===== src/rtl/asa_pkg.sv =====
package asa_pkg;

    localparam int ASA_MAX_ROWS = 64;

    // Register indexes of the configuration port.
    localparam logic CFG_INITIAL_SIDE = 1'b0;
    localparam logic CFG_MAX_SIDE     = 1'b1;

    localparam logic [16:0] RESET_SIDE     = 17'd256;
    localparam logic [16:0] RESET_MAX_SIDE = 17'd4096;
    localparam logic [17:0] SIDE_LIMIT     = 18'd65536;

    typedef struct packed {
        logic [9:0] rect_width;
        logic [9:0] rect_height;
    } req_t;

    typedef struct packed {
        logic [15:0] pos_x;
        logic [15:0] pos_y;
        logic        granted;
        logic [16:0] atlas_side;
        logic        opened_row;
    } rsp_t;

    // Request fields seen by every cell during a search.
    typedef struct packed {
        logic [9:0]  w;
        logic [9:0]  h;
        logic [16:0] side;
    } bcast_t;

    // Best row found so far, handed from cell to cell.
    typedef struct packed {
        logic        valid;
        logic        found;
        logic [10:0] size;
        logic [16:0] fill;
        logic [15:0] offset;
    } chain_t;

    // Row update: either open a new row or add a width to a row's fill.
    typedef struct packed {
        logic        en;
        logic        open;
        logic [15:0] offset;
        logic [10:0] size;
        logic [9:0]  w;
    } wr_t;

    function automatic logic [16:0] limit_side(input logic [16:0] s);
        logic [16:0] r;
        if (s == 17'd0)
        begin
            r = 17'd1;
        end
        else if ({1'b0, s} > SIDE_LIMIT)
        begin
            r = SIDE_LIMIT[16:0];
        end
        else
        begin
            r = s;
        end
        return r;
    endfunction

    // Row height for a new shelf: h + h/10 + 1. The reciprocal product is
    // exact for every ten-bit height.
    function automatic logic [10:0] new_row_height(input logic [9:0] h);
        logic [17:0] prod;
        prod = 18'(h) * 18'd205;
        return 11'(h) + 11'(prod[17:11]) + 11'd1;
    endfunction

endpackage


===== src/rtl/asa_cell.sv =====
module asa_cell
    import asa_pkg::*;
#(
    parameter int MAX_ROWS = ASA_MAX_ROWS,
    parameter int IDX      = 0,
    localparam int CW      = $clog2(MAX_ROWS + 1),
    localparam int IW      = $clog2(MAX_ROWS)
)
(
    input  logic          clk,
    input  logic          rst_n,
    input  bcast_t        bcast,
    input  logic [CW-1:0] row_count,
    input  wr_t           wr,
    input  logic [IW-1:0] wr_idx,
    input  chain_t        chain_in,
    input  logic [IW-1:0] idx_in,
    output chain_t        chain_out,
    output logic [IW-1:0] idx_out
);

    logic [15:0]   offset_reg;
    logic [16:0]   fill_reg;
    logic [10:0]   size_reg;
    logic [16:0]   fill_next;
    chain_t        chain_reg;
    chain_t        chain_next;
    logic [IW-1:0] idx_reg;
    logic [IW-1:0] idx_next;
    logic          active;
    logic          fit;
    logic          take;
    logic          sel;
    logic [13:0]   h_times_10;
    logic [13:0]   size_times_7;

    assign active       = CW'(IDX) < row_count;
    assign h_times_10   = 14'(bcast.h) * 14'd10;
    assign size_times_7 = 14'(size_reg) * 14'd7;
    assign sel          = wr.en && (wr_idx == IW'(IDX));

    always_comb
    begin
        fit = active && ({1'b0, bcast.h} <= size_reg) && (h_times_10 >= size_times_7)
              && (fill_reg <= bcast.side)
              && ((bcast.side - fill_reg) >= 17'(bcast.w));
        take = fit && (!chain_in.found || (size_reg < chain_in.size));

        chain_next       = chain_in;
        idx_next         = idx_in;
        chain_next.found = chain_in.found || fit;
        if (take)
        begin
            chain_next.size   = size_reg;
            chain_next.fill   = fill_reg;
            chain_next.offset = offset_reg;
            idx_next          = IW'(IDX);
        end

        if (wr.open)
        begin
            fill_next = 17'(wr.w);
        end
        else
        begin
            fill_next = fill_reg + 17'(wr.w);
        end
    end

    always_ff @(posedge clk or negedge rst_n)
    begin
        if (!rst_n)
        begin
            chain_reg <= '0;
        end
        else
        begin
            chain_reg <= chain_next;
        end
    end

    always_ff @(posedge clk)
    begin
        idx_reg <= idx_next;
        if (sel)
        begin
            fill_reg <= fill_next;
            if (wr.open)
            begin
                offset_reg <= wr.offset;
                size_reg   <= wr.size;
            end
        end
    end

    assign chain_out = chain_reg;
    assign idx_out   = idx_reg;

endmodule


===== config.mk =====
export PLATFORM = sky130hd
export DESIGN_NAME = asa_cell
export DESIGN_NICKNAME = d
export VERILOG_FILES = /design/src/rtl/asa_pkg.sv /design/src/rtl/asa_cell.sv
export SDC_FILE = /design/constraint.sdc
export NUM_CORES = 1
export LEC_CHECK = 0
export BUFFER_PORTS_ARGS = -buffer_cell sky130_fd_sc_hd__buf_2
export CORE_ASPECT_RATIO = 0.5
export CORE_MARGIN = 10
export CORE_UTILIZATION = 48
export DETAILED_ROUTE_END_ITERATION = 10
export GPL_ROUTABILITY_DRIVEN = 0
export PLACE_DENSITY = 0.78
export SYNTH_ARGS = -nofsm -noshare
export SYNTH_HDL_FRONTEND = slang
export SYNTH_SLANG_ARGS = --single-unit

===== constraint.sdc =====
create_clock -name clk -period 4.31 [get_ports clk]
set_input_delay 0.862 -clock clk [delete_from_list [all_inputs] [get_ports clk]]
set_output_delay 0.862 -clock clk [all_outputs]
set_load 0.005 [all_outputs]

==> impl_metrics.json <==
{
  "globalRouteOverflowTotal": 0,
  "synth-edff-count": 44,
  "cp-end-kind": "register",
  "hold_depth": 1,
  "register_area_sq_mm": 0.002592,
  "setup_viol": 50,
  "cts_buffers": 9,
  "critPathMaxStageDelay_ns": 0.59,
  "critPathSlowestCell": "fa_1",
  "yosysSeqAreaShare_pct": 37.00,
  "regToRegSetupSlack_ns": -0.45,
  "fin_nets": 1177,
  "syn_area_sq_mm": 0.007007,
  "critPathRequiredTime_ns": 4.53,
  "dieArea_sq_mm": 0.02012,
  "layout_setup_ws_ns": -0.4451,
  "avgSynthCellArea_sq_um": 10.86,
  "tns_ns": -20.02,
  "layout_commonest_cell": "buf_2",
  "rsz0062_at_grt": "true",
  "rr_startpoint": "size_reg[2]",
  "ys_async_sr_fraction_pct": 47.92,
  "syn_to_final_growth_pct": 34.77,
  "worst_pin_slew_ns": 1.184,
  "synth_top_flop_cell": "dfrtp_1",
  "slew_violations": 0,
  "route.detailed.drc": 0,
  "grt_pass1_vias": 6337,
  "syn_inst": 645,
  "final_util_pct": 65.62,
  "crit_chain": "fa_1 -> ha_1 -> a21o_1 -> a21oi_2 -> o21ai_2 -> a21oi_2 -> o21ai_2 -> a21o_1 -> a21oi_2 -> xnor2_2 -> ha_1 -> nand2_1 -> nor2_1 -> a2111oi_2 -> nor2_2 -> a2111oi_4 -> nor3_4 -> o221ai_4 -> buf_12 -> buf_12 -> mux2_4",
  "crit_family": "compound AO/OA/AOI/OAI gates",
  "crit_type": "register to register",
  "routed_wl_mm": 20.09,
  "ff2ff_path_depth": 21,
  "fp.dieW_um": 190.9,
  "run_status": "finished with violations",
  "postSynthRegisterBits": 96,
  "dr.first_iter.drc_count": 393,
  "timing.rr.end": "chain_out[2]",
  "grt_use_total_pct": 19.53,
  "power_per_cell_area_mw_per_mm2": 261.6,
  "grt_pass1_wl_mm": 31.82,
  "n_fill_cell": 1121,
  "cp_common_cell": "a21oi_2",
  "grt_max_degree": 47,
  "root_buffer": "clkbuf_16",
  "maxCapViolations": 0,
  "yosysWarnings": 0,
  "postRouteAntennaNets": 0,
  "cts.sinks": 96,
  "clk_latency_ns": 0.34,
  "power_leakage_nw": 4.703,
  "start_kind": "register",
  "hp-start": "offset_reg[7]",
  "worstSetupStartpoint": "size_reg[2]",
  "period_share_pct": 110.3,
  "crit_buf_inv": 2,
  "violations": "negative setup slack",
  "dp_hpwl_mm": 15.96,
  "path_clk_slew_ns": 0.07,
  "die_height_um": 105.4,
  "synth_nets": 900,
  "htree_levels": 3,
  "drt_pass1_iterations": 4,
  "final_cell_mix": "buf_2 (194), ha_1 (92), buf_4 (71)",
  "wl_per_cell_um": 17.84,
  "min_to": "chain_out[7]",
  "fmax_mhz": 210.3,
  "hp-class": "register to register",
  "top_level_ports": 195,
  "portBuffers": 194,
  "slew_headroom_pct": 21.10,
  "ir_drop_mv": 0.2104,
  "multi_input_area_sq_mm": 0.004293,
  "row_count": 31,
  "fin_worst_skew_ns": 0.007940,
  "largest_register_ffs": 46,
  "crit_arrival_ns": 4.98,
  "cts_tree": "done",
  "cts_buffer_depth": 2,
  "viasPerCell": 5.169,
  "finalHoldViolCount": 0,
  "final_layout_size_suffix_gt1_share_pct": 40.67,
  "fin_crit_ns": 4.755,
  "path_max_fanout": 8,
  "yosysUniqueCellTypes": 60,
  "initial_utilization_pct": 48.69,
  "vias": 5820,
  "antenna_found_initial": 2,
  "core-area_sq_mm": 0.01439
}
==> repair_timing <==
action	in CTS	in global routing
gates cloned	4	0
hold buffers	0	0
endpoints found under the setup margin	50	51
gates resized for setup	27	24
pin swaps	14	14
buffers inserted	16	3
endpoints found under the hold margin	0	0
==> routing by layer <==
layer  vias up  share of wire, %  track usage, %
met4         0               1.6           5.140
met5         -                 0               0
met3        27               4.5           3.520
met2       130                54           37.15
met1      2773                40           21.91
li1       2890                 -               -
==> cell families after synthesis <==
logic type	after synthesis	synth area share [%]
simple gates	129	9.214
xor+xnor	33	4.125
buf+inv	82	4.911
mux	49	9.536
flops	96	37.00
compound gates	144	13.71
fa+ha+maj	112	21.50
==> worst max-delay path by stage <==
stage / end / slack (ns) / cells past startpoint
final: chain_out[2] / -0.45 / 21
after floorplan: chain_out[0] / -0.02 / 20
after CTS: chain_out[30] / -0.42 / 21
after global placement: chain_out[18] / -0.38 / 22
after detailed placement: chain_out[18] / -0.53 / 22
after global routing: chain_out[37] / -0.66 / 23
==> power breakdown <==
| part | total (mW) | switching [mW] | internal, mW |
|---|---|---|---|
| combinational | 0.648 | 0.300 | 0.348 |
| sequential | 1.02 | 0.0149 | 1.00 |
| clock | 0.805 | 0.365 | 0.439 |
| total | 2.47 | 0.681 | 1.79 |
==> cells in the mapped netlist, types with 5 or more instances <==
cell type | number | area share, %
o21ai_0 | 36 | 2.6
xor2_1 | 10 | 1.2
and2_1 | 9 | 0.80
or3_1 | 5 | 0.45
fa_1 | 14 | 4.0
a2111oi_0 | 6 | 0.75
inv_1 | 71 | 3.8
nor2b_1 | 6 | 0.54
nand3_1 | 10 | 0.71
mux2_4 | 35 | 7.5
nor2_1 | 31 | 1.7
dfrtp_1 | 46 | 16
mux2i_1 | 12 | 1.7
ha_1 | 98 | 18
a21oi_1 | 40 | 2.9
nand2_1 | 25 | 1.3
nor3_1 | 14 | 1.0
xnor2_1 | 23 | 2.9
nand2b_1 | 9 | 0.80
o21bai_1 | 5 | 0.54
a21o_1 | 13 | 1.4
edfxtp_1 | 44 | 19
nand4_1 | 7 | 0.62
dfxtp_1 | 6 | 1.7
a211oi_1 | 6 | 0.64
==> cell type report <==
type | instances | area share, %
diodes | 1 | 0.02650
clock buffers | 10 | 2.650
clock inverters | 6 | 0.5698
inverters | 71 | 2.822
multi-input cells | 467 | 45.46
flip-flops and latches | 96 | 27.45
well taps | 198 | 2.624
repair buffers | 277 | 18.39
==> per-stage QoR <==
step	power (mW)	area, sq um	setup slack (ns)	std cells	hold WS [ns]
final	2.470	9443	-0.4451	1126	0.4791
after global routing	2.598	9440	-0.6629	1125	0.4932
after CTS	2.482	9366	-0.4165	1126	0.4797
after detailed placement	1.622	8738	-0.5344	1091	0.4664
after global placement	1.597	8738	-0.3819	1091	0.4584
after floorplan	1.367	7076	-0.01727	645	0.4578
(Power assumes the default switching activity.)
